[src/rtl/core/polynomial_feature_expander_unit_defines.svh]
// assertion macros shared by the polynomial feature expander rtl
// no dependencies; taken in by files that carry concurrent checks
`ifndef POLYNOMIAL_FEATURE_EXPANDER_UNIT_DEFINES_SVH
`define POLYNOMIAL_FEATURE_EXPANDER_UNIT_DEFINES_SVH

// same-cycle implication, checked outside reset
`define PFE_ASSERT_NOW(label, clk, rst_n, ante, cons, msg) \
	label: assert property (@(posedge clk) disable iff (!rst_n) (ante) |-> (cons)) \
		else $error(msg);

// next-cycle implication, checked outside reset
`define PFE_ASSERT_NEXT(label, clk, rst_n, ante, cons, msg) \
	label: assert property (@(posedge clk) disable iff (!rst_n) (ante) |=> (cons)) \
		else $error(msg);

`endif

[src/rtl/core/pfe_pkg.sv]
// shared types and constants of the polynomial feature expander
// no dependencies
`default_nettype none

package pfe_pkg;

	localparam int MAX_VARIABLES_DEF = 5;
	localparam int SAMPLE_BITS_DEF   = 16;

	localparam int SAMPLE_PORT_BITS = 16;
	localparam int SAMPLE_FRAC      = 12;
	localparam int OUT_FRAC         = 36;
	localparam int VALUE_BITS       = 48;
	localparam int INDEX_BITS       = 6;
	localparam int LIN_SHIFT        = OUT_FRAC - SAMPLE_FRAC;
	localparam int QUAD_SHIFT       = OUT_FRAC - 2 * SAMPLE_FRAC;

	localparam int LEN_BITS       = 3;
	localparam int EN_BITS        = 4;
	localparam int CFG_DATA_BITS  = 4;
	localparam int CFG_INDEX_BITS = 1;
	localparam int NUM_GROUPS     = 4;

	localparam logic [CFG_INDEX_BITS-1:0] REG_VECTOR_LENGTH = 1'd0;
	localparam logic [CFG_INDEX_BITS-1:0] REG_TERM_ENABLE   = 1'd1;

	localparam logic [LEN_BITS-1:0] VECTOR_LENGTH_RST = 3'd4;
	localparam logic [EN_BITS-1:0]  TERM_ENABLE_RST   = 4'hf;

	localparam logic [VALUE_BITS-1:0] TERM_ONE = VALUE_BITS'(1) << OUT_FRAC;

	typedef enum logic [1:0] {
		GRP_CONST  = 2'd0,
		GRP_LINEAR = 2'd1,
		GRP_QUAD   = 2'd2,
		GRP_CUBIC  = 2'd3
	} group_t;

	// travels alongside the store read, one per issued term
	typedef struct packed {
		logic                  valid;
		group_t                group;
		logic [INDEX_BITS-1:0] index;
		logic                  last;
	} term_tag_t;

endpackage

`default_nettype wire

[src/rtl/core/pfe_store.sv]
// sample store: two copies of the vector, one write port, three registered reads
// depends on pfe_pkg for nothing but is compiled after it
`default_nettype none

module pfe_store #(
	parameter int MAX_VARIABLES = 5,
	parameter int SAMPLE_BITS   = 16,
	parameter int IW            = (MAX_VARIABLES > 1) ? $clog2(MAX_VARIABLES) : 1
) (
	input  wire logic                          clk,
	input  wire logic                          we,
	input  wire logic [IW-1:0]                 waddr,
	input  wire logic signed [SAMPLE_BITS-1:0] wdata,
	input  wire logic [IW-1:0]                 raddr_a,
	input  wire logic [IW-1:0]                 raddr_b,
	input  wire logic [IW-1:0]                 raddr_c,
	output logic signed [SAMPLE_BITS-1:0]      rdata_a,
	output logic signed [SAMPLE_BITS-1:0]      rdata_b,
	output logic signed [SAMPLE_BITS-1:0]      rdata_c
);

	logic signed [SAMPLE_BITS-1:0] mem_a [MAX_VARIABLES];
	logic signed [SAMPLE_BITS-1:0] mem_b [MAX_VARIABLES];

	// both copies take every sample; first copy serves two factors, second the third
	always_ff @(posedge clk) begin
		if (we) begin
			mem_a[waddr] <= wdata;
			mem_b[waddr] <= wdata;
		end
		rdata_a <= mem_a[raddr_a];
		rdata_b <= mem_a[raddr_b];
		rdata_c <= mem_b[raddr_c];
	end

endmodule

`default_nettype wire

[src/rtl/core/pfe_seq.sv]
// vector loader and term sequencer: writes samples, walks the monomial index space
// depends on pfe_pkg and polynomial_feature_expander_unit_defines.svh
`default_nettype none
`include "polynomial_feature_expander_unit_defines.svh"

module pfe_seq #(
	parameter int MAX_VARIABLES = 5,
	parameter int IW            = (MAX_VARIABLES > 1) ? $clog2(MAX_VARIABLES) : 1
) (
	input  wire logic                           clk,
	input  wire logic                           arst_n,
	input  wire logic                           start,
	output logic                                busy,
	input  wire logic [pfe_pkg::LEN_BITS-1:0]   vector_length,
	input  wire logic [pfe_pkg::EN_BITS-1:0]    term_enable,
	output logic                                store_we,
	output logic [IW-1:0]                       store_waddr,
	output logic [IW-1:0]                       raddr_a,
	output logic [IW-1:0]                       raddr_b,
	output logic [IW-1:0]                       raddr_c,
	output pfe_pkg::term_tag_t                  tag_s0
);

	localparam logic [pfe_pkg::LEN_BITS-1:0] MAX_LEN = pfe_pkg::LEN_BITS'(MAX_VARIABLES);

	logic [IW-1:0]                     load_q;
	logic [IW-1:0]                     last_idx_q;
	logic                              active_q;
	pfe_pkg::group_t                   group_q;
	logic [IW-1:0]                     i_q;
	logic [IW-1:0]                     j_q;
	logic [IW-1:0]                     k_q;
	logic [pfe_pkg::INDEX_BITS-1:0]    index_q;

	logic                              accept;
	logic [pfe_pkg::LEN_BITS-1:0]      len_eff;
	logic [pfe_pkg::LEN_BITS-1:0]      load_cnt;
	logic                              load_done;
	logic                              first_found;
	pfe_pkg::group_t                   first_grp;
	logic                              nxt_found;
	pfe_pkg::group_t                   nxt_grp;
	logic                              grp_end;
	logic                              tag_last;

	assign accept = start && !busy;
	assign busy   = active_q;

	always_comb begin
		if (vector_length == '0) begin
			len_eff = pfe_pkg::LEN_BITS'(1);
		end else if (vector_length > MAX_LEN) begin
			len_eff = MAX_LEN;
		end else begin
			len_eff = vector_length;
		end
	end

	assign load_cnt  = pfe_pkg::LEN_BITS'(load_q) + pfe_pkg::LEN_BITS'(1);
	assign load_done = load_cnt >= len_eff;

	// lowest enabled group overall, and lowest enabled group above the current one
	always_comb begin
		first_found = 1'b0;
		first_grp   = pfe_pkg::GRP_CONST;
		nxt_found   = 1'b0;
		nxt_grp     = pfe_pkg::GRP_CONST;
		for (int g = pfe_pkg::NUM_GROUPS - 1; g >= 0; g--) begin
			if (term_enable[g]) begin
				first_found = 1'b1;
				first_grp   = pfe_pkg::group_t'(g[1:0]);
				if (g > int'(group_q)) begin
					nxt_found = 1'b1;
					nxt_grp   = pfe_pkg::group_t'(g[1:0]);
				end
			end
		end
	end

	// within a group i <= j <= k, so i at the top means the group is done
	assign grp_end  = (group_q == pfe_pkg::GRP_CONST) || (i_q == last_idx_q);
	assign tag_last = grp_end && !nxt_found;

	assign store_we    = accept;
	assign store_waddr = load_q;
	assign raddr_a     = i_q;
	assign raddr_b     = j_q;
	assign raddr_c     = k_q;

	assign tag_s0.valid = active_q;
	assign tag_s0.group = group_q;
	assign tag_s0.index = index_q;
	assign tag_s0.last  = tag_last;

	always_ff @(posedge clk or negedge arst_n) begin
		if (!arst_n) begin
			load_q     <= '0;
			last_idx_q <= '0;
			active_q   <= 1'b0;
			group_q    <= pfe_pkg::GRP_CONST;
			i_q        <= '0;
			j_q        <= '0;
			k_q        <= '0;
			index_q    <= '0;
		end else if (accept) begin
			if (load_done) begin
				load_q     <= '0;
				last_idx_q <= load_q;
				active_q   <= first_found;
				group_q    <= first_grp;
				i_q        <= '0;
				j_q        <= '0;
				k_q        <= '0;
				index_q    <= '0;
			end else begin
				load_q <= load_q + IW'(1);
			end
		end else if (active_q) begin
			index_q <= index_q + pfe_pkg::INDEX_BITS'(1);
			if (grp_end) begin
				if (nxt_found) begin
					group_q <= nxt_grp;
					i_q     <= '0;
					j_q     <= '0;
					k_q     <= '0;
				end else begin
					active_q <= 1'b0;
				end
			end else begin
				unique case (group_q)
					pfe_pkg::GRP_CONST: begin
						i_q <= i_q;
					end
					pfe_pkg::GRP_LINEAR: begin
						i_q <= i_q + IW'(1);
					end
					pfe_pkg::GRP_QUAD: begin
						if (j_q == last_idx_q) begin
							i_q <= i_q + IW'(1);
							j_q <= i_q + IW'(1);
						end else begin
							j_q <= j_q + IW'(1);
						end
					end
					pfe_pkg::GRP_CUBIC: begin
						if (k_q == last_idx_q) begin
							if (j_q == last_idx_q) begin
								i_q <= i_q + IW'(1);
								j_q <= i_q + IW'(1);
								k_q <= i_q + IW'(1);
							end else begin
								j_q <= j_q + IW'(1);
								k_q <= j_q + IW'(1);
							end
						end else begin
							k_q <= k_q + IW'(1);
						end
					end
				endcase
			end
		end
	end

	`PFE_ASSERT_NOW(a_no_write_in_emit, clk, arst_n, active_q, !store_we, "store written during emission")
	`PFE_ASSERT_NEXT(a_index_steps, clk, arst_n, active_q && !tag_last, active_q && (index_q == $past(index_q) + pfe_pkg::INDEX_BITS'(1)), "term index did not advance")
	`PFE_ASSERT_NOW(a_cubic_order, clk, arst_n, active_q && (group_q == pfe_pkg::GRP_CUBIC), (i_q <= j_q) && (j_q <= k_q) && (k_q <= last_idx_q), "cubic indices out of order")
	`PFE_ASSERT_NEXT(a_last_stops, clk, arst_n, active_q && tag_last, !active_q, "emission ran past last term")

endmodule

`default_nettype wire

[src/rtl/core/pfe_dp.sv]
// product datapath: quadratic product, cubic product, group select, output register
// depends on pfe_pkg and polynomial_feature_expander_unit_defines.svh
`default_nettype none
`include "polynomial_feature_expander_unit_defines.svh"

module pfe_dp #(
	parameter int SAMPLE_BITS = 16
) (
	input  wire logic                                clk,
	input  wire logic                                arst_n,
	input  wire pfe_pkg::term_tag_t                  tag_s0,
	input  wire logic signed [SAMPLE_BITS-1:0]       za,
	input  wire logic signed [SAMPLE_BITS-1:0]       zb,
	input  wire logic signed [SAMPLE_BITS-1:0]       zc,
	output logic                                     term_valid,
	output logic signed [pfe_pkg::VALUE_BITS-1:0]    term_value,
	output logic [pfe_pkg::INDEX_BITS-1:0]           term_index,
	output logic                                     last_term
);

	localparam int VW = pfe_pkg::VALUE_BITS;
	localparam int PW = 2 * SAMPLE_BITS;
	localparam int CW = 3 * SAMPLE_BITS;

	pfe_pkg::term_tag_t              tag_s1;
	pfe_pkg::term_tag_t              tag_s2;
	logic signed [PW-1:0]            prod_ab_s2;
	logic signed [SAMPLE_BITS-1:0]   za_s2;
	logic signed [SAMPLE_BITS-1:0]   zc_s2;
	logic signed [CW-1:0]            cube_full;
	logic signed [VW-1:0]            cube_value;
	logic signed [VW-1:0]            lin_value;
	logic signed [VW-1:0]            quad_value;
	logic signed [VW-1:0]            sel_value;
	logic                            term_valid_q;
	logic signed [VW-1:0]            term_value_q;
	logic [pfe_pkg::INDEX_BITS-1:0]  term_index_q;
	logic                            last_term_q;

	// tag lines up with the registered store read
	always_ff @(posedge clk or negedge arst_n) begin
		if (!arst_n) begin
			tag_s1 <= '0;
			tag_s2 <= '0;
		end else begin
			tag_s1 <= tag_s0;
			tag_s2 <= tag_s1;
		end
	end

	always_ff @(posedge clk) begin
		prod_ab_s2 <= za * zb;
		za_s2      <= za;
		zc_s2      <= zc;
	end

	assign cube_full = prod_ab_s2 * zc_s2;

	// keep the low value bits, the value wraps for wide samples
	generate
		if (CW >= VW) begin : g_cube_trunc
			assign cube_value = cube_full[VW-1:0];
		end else begin : g_cube_ext
			assign cube_value = {{(VW - CW){cube_full[CW-1]}}, cube_full};
		end
	endgenerate

	assign lin_value  = VW'(za_s2) <<< pfe_pkg::LIN_SHIFT;
	assign quad_value = VW'(prod_ab_s2) <<< pfe_pkg::QUAD_SHIFT;

	always_comb begin
		case (tag_s2.group)
			pfe_pkg::GRP_CONST:  sel_value = pfe_pkg::TERM_ONE;
			pfe_pkg::GRP_LINEAR: sel_value = lin_value;
			pfe_pkg::GRP_QUAD:   sel_value = quad_value;
			default:             sel_value = cube_value;
		endcase
	end

	always_ff @(posedge clk or negedge arst_n) begin
		if (!arst_n) begin
			term_valid_q <= 1'b0;
		end else begin
			term_valid_q <= tag_s2.valid;
		end
	end

	always_ff @(posedge clk) begin
		term_value_q <= sel_value;
		term_index_q <= tag_s2.index;
		last_term_q  <= tag_s2.last;
	end

	assign term_valid = term_valid_q;
	assign term_value = term_value_q;
	assign term_index = term_index_q;
	assign last_term  = last_term_q;

	`PFE_ASSERT_NEXT(a_dp_flow, clk, arst_n, tag_s2.valid, term_valid, "term lost in datapath")

endmodule

`default_nettype wire

[src/rtl/core/polynomial_feature_expander_unit.sv]
// Degree-3 polynomial feature expander. A sample is taken on each start while busy
// is low; after the last sample of a vector busy stays high while terms are issued
// (up to 56), the sequencer issuing one store read per cycle. The first term reaches
// the outputs through the store read, product and output registers, and terms follow
// every cycle. The receiver cannot stall. Reset clears the counters and sets
// vector_length 4 and term_enable 15; the sample store is not cleared.
// depends on pfe_pkg, pfe_store, pfe_seq, pfe_dp
`default_nettype none

module polynomial_feature_expander_unit #(
	parameter int MAX_VARIABLES = pfe_pkg::MAX_VARIABLES_DEF,
	parameter int SAMPLE_BITS   = pfe_pkg::SAMPLE_BITS_DEF
) (
	input  wire logic                                    clk,
	input  wire logic                                    arst_n,
	input  wire logic                                    start,
	output logic                                         busy,
	input  wire logic signed [pfe_pkg::SAMPLE_PORT_BITS-1:0] sample_value,
	input  wire logic                                    cfg_we,
	input  wire logic [pfe_pkg::CFG_INDEX_BITS-1:0]      cfg_index,
	input  wire logic [pfe_pkg::CFG_DATA_BITS-1:0]       cfg_data,
	output logic                                         term_valid,
	output logic signed [pfe_pkg::VALUE_BITS-1:0]        term_value,
	output logic [pfe_pkg::INDEX_BITS-1:0]               term_index,
	output logic                                         last_term
);

	localparam int IW = (MAX_VARIABLES > 1) ? $clog2(MAX_VARIABLES) : 1;

	logic [pfe_pkg::LEN_BITS-1:0]   vector_length_q;
	logic [pfe_pkg::EN_BITS-1:0]    term_enable_q;
	logic signed [SAMPLE_BITS-1:0]  sample_ext;
	logic                           store_we;
	logic [IW-1:0]                  store_waddr;
	logic [IW-1:0]                  raddr_a;
	logic [IW-1:0]                  raddr_b;
	logic [IW-1:0]                  raddr_c;
	logic signed [SAMPLE_BITS-1:0]  rdata_a;
	logic signed [SAMPLE_BITS-1:0]  rdata_b;
	logic signed [SAMPLE_BITS-1:0]  rdata_c;
	pfe_pkg::term_tag_t             tag_s0;

	always_ff @(posedge clk or negedge arst_n) begin
		if (!arst_n) begin
			vector_length_q <= pfe_pkg::VECTOR_LENGTH_RST;
			term_enable_q   <= pfe_pkg::TERM_ENABLE_RST;
		end else if (cfg_we) begin
			unique case (cfg_index)
				pfe_pkg::REG_VECTOR_LENGTH: vector_length_q <= cfg_data[pfe_pkg::LEN_BITS-1:0];
				pfe_pkg::REG_TERM_ENABLE:   term_enable_q   <= cfg_data[pfe_pkg::EN_BITS-1:0];
				default: begin
					term_enable_q <= term_enable_q;
				end
			endcase
		end
	end

	// low sample bits are two's complement; a wider sample zero-fills above the port
	generate
		if (SAMPLE_BITS <= pfe_pkg::SAMPLE_PORT_BITS) begin : g_smp_trunc
			assign sample_ext = sample_value[SAMPLE_BITS-1:0];
		end else begin : g_smp_ext
			assign sample_ext = {{(SAMPLE_BITS - pfe_pkg::SAMPLE_PORT_BITS){1'b0}},
				sample_value};
		end
	endgenerate

	pfe_seq #(
		.MAX_VARIABLES(MAX_VARIABLES),
		.IW(IW)
	) u_seq (
		.clk          (clk),
		.arst_n       (arst_n),
		.start        (start),
		.busy         (busy),
		.vector_length(vector_length_q),
		.term_enable  (term_enable_q),
		.store_we     (store_we),
		.store_waddr  (store_waddr),
		.raddr_a      (raddr_a),
		.raddr_b      (raddr_b),
		.raddr_c      (raddr_c),
		.tag_s0       (tag_s0)
	);

	pfe_store #(
		.MAX_VARIABLES(MAX_VARIABLES),
		.SAMPLE_BITS  (SAMPLE_BITS),
		.IW           (IW)
	) u_store (
		.clk    (clk),
		.we     (store_we),
		.waddr  (store_waddr),
		.wdata  (sample_ext),
		.raddr_a(raddr_a),
		.raddr_b(raddr_b),
		.raddr_c(raddr_c),
		.rdata_a(rdata_a),
		.rdata_b(rdata_b),
		.rdata_c(rdata_c)
	);

	pfe_dp #(
		.SAMPLE_BITS(SAMPLE_BITS)
	) u_dp (
		.clk       (clk),
		.arst_n    (arst_n),
		.tag_s0    (tag_s0),
		.za        (rdata_a),
		.zb        (rdata_b),
		.zc        (rdata_c),
		.term_valid(term_valid),
		.term_value(term_value),
		.term_index(term_index),
		.last_term (last_term)
	);

endmodule

`default_nettype wire
[config.mk]
export PLATFORM = sky130hd
export DESIGN_NAME = polynomial_feature_expander_unit
export DESIGN_NICKNAME = d
export VERILOG_FILES = /design/src/rtl/core/pfe_pkg.sv /design/src/rtl/core/pfe_store.sv /design/src/rtl/core/pfe_seq.sv /design/src/rtl/core/pfe_dp.sv /design/src/rtl/core/polynomial_feature_expander_unit.sv
export VERILOG_INCLUDE_DIRS = /design/src /design/src/rtl/core
export SDC_FILE = /design/constraint.sdc
export NUM_CORES = 2
export LEC_CHECK = 0
export BUFFER_PORTS_ARGS = -buffer_cell sky130_fd_sc_hd__buf_2
export CORE_ASPECT_RATIO = 1.2
export CORE_MARGIN = 1
export CORE_UTILIZATION = 60
export DETAILED_ROUTE_END_ITERATION = 10
export PLACE_DENSITY = 0.81
export SLEW_MARGIN = 30
export SYNTH_ARGS = -nofsm -noshare
export SYNTH_HDL_FRONTEND = slang
export SYNTH_SLANG_ARGS = --single-unit
[constraint.sdc]
create_clock -name clk -period 19 [get_ports clk]
set_clock_uncertainty 0.05 [all_clocks]
set_input_delay 3.8 -clock clk [delete_from_list [all_inputs] [get_ports clk]]
set_output_delay 3.8 -clock clk [all_outputs]
set_load 0.01 [all_outputs]
==> run metrics <==
Final Max Slew Viols=0; Hold Crit Class=flip-flop to flip-flop; Final Cycle Share=40.22%; asr flop ratio synth=17.39%; area delta synth->final=5.969%; sequential area share after synthesis=18.59%; vias in the first global route=28.91k; hpwl dp=69190 um; Syn Inst Count=3831; CTS resizes=0; min Tclk post-route=7643 ps; final instance area=40200 um2; dpl ws=11510 ps; WP data required=19390 ps; Hold Path Depth=0; DR iter-0 viols=2142; CTS tree=yes; Die Area=64250 um2; Cell Area, Placed=39000 um2; Fin Setup TNS=0 ps; GRT Residual Overflow=0; Post-synth EDFFs=80; Slew @ Worst Pin=1042 ps; kind of critical path=flip-flop to flip-flop; DIE WIDTH=231.6 um; layout cells sized above 1=7.584%; Die Span Y=277.5 um; depth of the CTS H-tree=2; Ys Warns=0; FP Rows=100; drt via density=5.629; #FFs+latches synth=299; post-route ant nets=0; Post-CTS Setup Inserts=0; routed len/inst=19.35 um; CP endpoint kind=flip-flop; startpoint class of the critical path=flip-flop; Final nets=4801; overall routed net length=90310 um; R2R depth=23; io pins=82; Post-Syn Area=37940 um2; Final GP Congestion=0.8980; PortBufs=81; hold_buf cts=0; hold slack=280.2 ps; most common flop cell mapped by yosys=dfxtp_1; DRC errors left=0; core region area=62310 um2; global-route wire length before repair=149800 um; Distinct cells, synth=80; cts bufs inserted=34; initial antenna violation count=1; # clock sinks=299; # diodes=0; number of setup violations in the final report=0; Max Fclk=130.8 MHz; crit-path max cell delay=1010 ps; Vias=26.26k; All-Layer GR Usage=29.91%; outcome=finished, final reports clean; largest net degree at the start of global routing=53; Clock transition at path regs=60 ps; slowest CP cell=dfxtp_1; Initial Util=60.89%; CP Max Fanout=32; Setup crit start=u_dp.zc_s2[6]; final hold violations=0; maxcap violations=0; CTS max path bufs=3; Synth Net Count=4808; fill cell count=4700; Crit path arrival time=8030 ps; latest clock arrival within the worst-skew pair=590 ps; Root Buffer=clkbuf_16; Final WS setup=11360 ps; critical path, cell by cell=and2_1 -> fa_1 -> inv_1 -> fa_1 -> fa_1 -> inv_1 -> fa_1 -> fa_1 -> inv_1 -> fa_1 -> inv_1 -> ha_1 -> a21o_1 -> a31o_2 -> a21oi_1 -> a21oi_1 -> nor4_2 -> o21ai_2 -> a41o_1 -> nor4_1 -> o41ai_2 -> xnor2_1 -> o21ai_1; 1st-pass router iterations=7; RSZ-0062 raised after global routing=false; critical register-to-register path startpoint=u_dp.zc_s2[6]; CP dominant cell by count=fa_1; Max-slew headroom=30.46%; hold_sp=u_store.rdata_c[2]; Avg Synthesized Cell Area=9.903 um2
## cells by family after synthesis
family / synth area share, %
adder cells (fa/ha/maj): 46.20
AO/OA/AOI/OAI: 4.759
AND/OR/NAND/NOR: 13.45
buffers and inverters: 10.13
flip-flops: 18.59
multiplexers: 4.538
XOR/XNOR: 2.332
## final cells by class
| cell class | count | area [um2] | area share [%] |
|---|---|---|---|
| Clock buffer | 46 | 974.7 | 2.424 |
| Clock inverter | 16 | 220.2 | 0.5477 |
| Inverter | 858 | 3221 | 8.011 |
| Multi-Input combinational cell | 2519 | 27070 | 67.33 |
| Sequential cell | 299 | 7061 | 17.56 |
| Tap cell | 816 | 1021 | 2.540 |
| Timing Repair Buffer | 112 | 638.1 | 1.587 |
## layout by cell type (no fill, tap or decap), types with 62 or more instances in the layout
cell type	instances
inv_1	856
fa_1	748
nand2_1	548
and2_1	313
ha_1	204
dfxtp_1	164
nor2_1	94
a21oi_1	82
buf_2	81
edfxtp_1	80
xnor2_1	73
o21ai_0	62
## critical path: cells and delay by family, from the launching register on
family,cells,cell delay [ps]
fa+ha+maj,7,3140
compound gates,8,1720
simple gates,3,1180
flops,1,1010
buf+inv,4,240
xor+xnor,1,140
## metrics by stage
step | utilization, % | instances
detailed placement | 62.59 | 4604
floorplan | - | 3831
global route | 64.52 | 4666
CTS | 64.51 | 4666
global placement | 62.58 | 4604
finish | 64.52 | 4666
## registers in the layout, summed over array words and instances (netlist names), 4 cells and up
| signal | cells |
|---|---|
| u_dp.tag_s2 | 10 |
| u_dp.term_value | 48 |
| u_dp.zc_s2 | 16 |
| u_store.rdata_a | 16 |
| u_store.rdata_c | 16 |
| u_dp.za_s2 | 16 |
| u_seq.index_q | 6 |
| u_dp.prod_ab_s2 | 32 |
| term_enable_q | 4 |
| u_dp.tag_s1 | 10 |
| u_store.rdata_b | 16 |
| u_store.mem_b | 16 |
| u_dp.term_index | 6 |
| u_store.mem_a | 64 |
## path summary, 6_finish.rpt
| kind | slack [ps] | end |
|---|---|---|
| max | 11360 | u_dp.term_value[46] |
| min | 280 | u_dp.zc_s2[2] |
| max reg2reg | 11360 | u_dp.term_value[46] |
| min reg2reg | 280 | u_dp.zc_s2[2] |
| max in group asynchronous | 15170 | u_dp.tag_s2[7] |
| min in group asynchronous | 3280 | vector_length_q[0] |
## Yosys cell counts, drive strengths merged, types with 3 or more instances
library cell	n	share of area (%)
a21boi	3	0.059
dfstp	5	0.35
dfxtp	167	8.8
and2	314	5.2
mux2	40	1.2
nor4	6	0.12
inv	857	8.5
a211oi	9	0.20
a31oi	12	0.20
and4	3	0.069
o21bai	7	0.14
xor2	28	0.65
ha	204	6.7
nand2b	29	0.48
a21oi	84	1.1
nand3	24	0.32
clkbuf	139	1.4
o211ai	7	0.15
dfrtp	47	3.1
o41ai	3	0.089
o21a	8	0.16
and3	14	0.24
mux2i	19	0.50
nor3	14	0.18
edfxtp	80	6.3
o21ai	73	0.97
xnor2	73	1.7
or3	5	0.086
nor2	96	0.95
nor2b	9	0.15
mux4	48	2.8
a21o	48	0.96
nand2	548	5.4
fa	748	39
nand4	7	0.12
o31ai	3	0.059
buf	15	0.19
## metal layers
metal  vias up  GRT usage [%]  wire [um]
met5         -              0         13
met4         2          13.63       4567
met3       280          5.633       7541
met2      1193          50.39      44360
met1     13285          37.35      33830
li1      11504              -          -
Power is not shown: default switching activity piles up to over one toggle a cycle in this logic, so the estimate is an artifact.
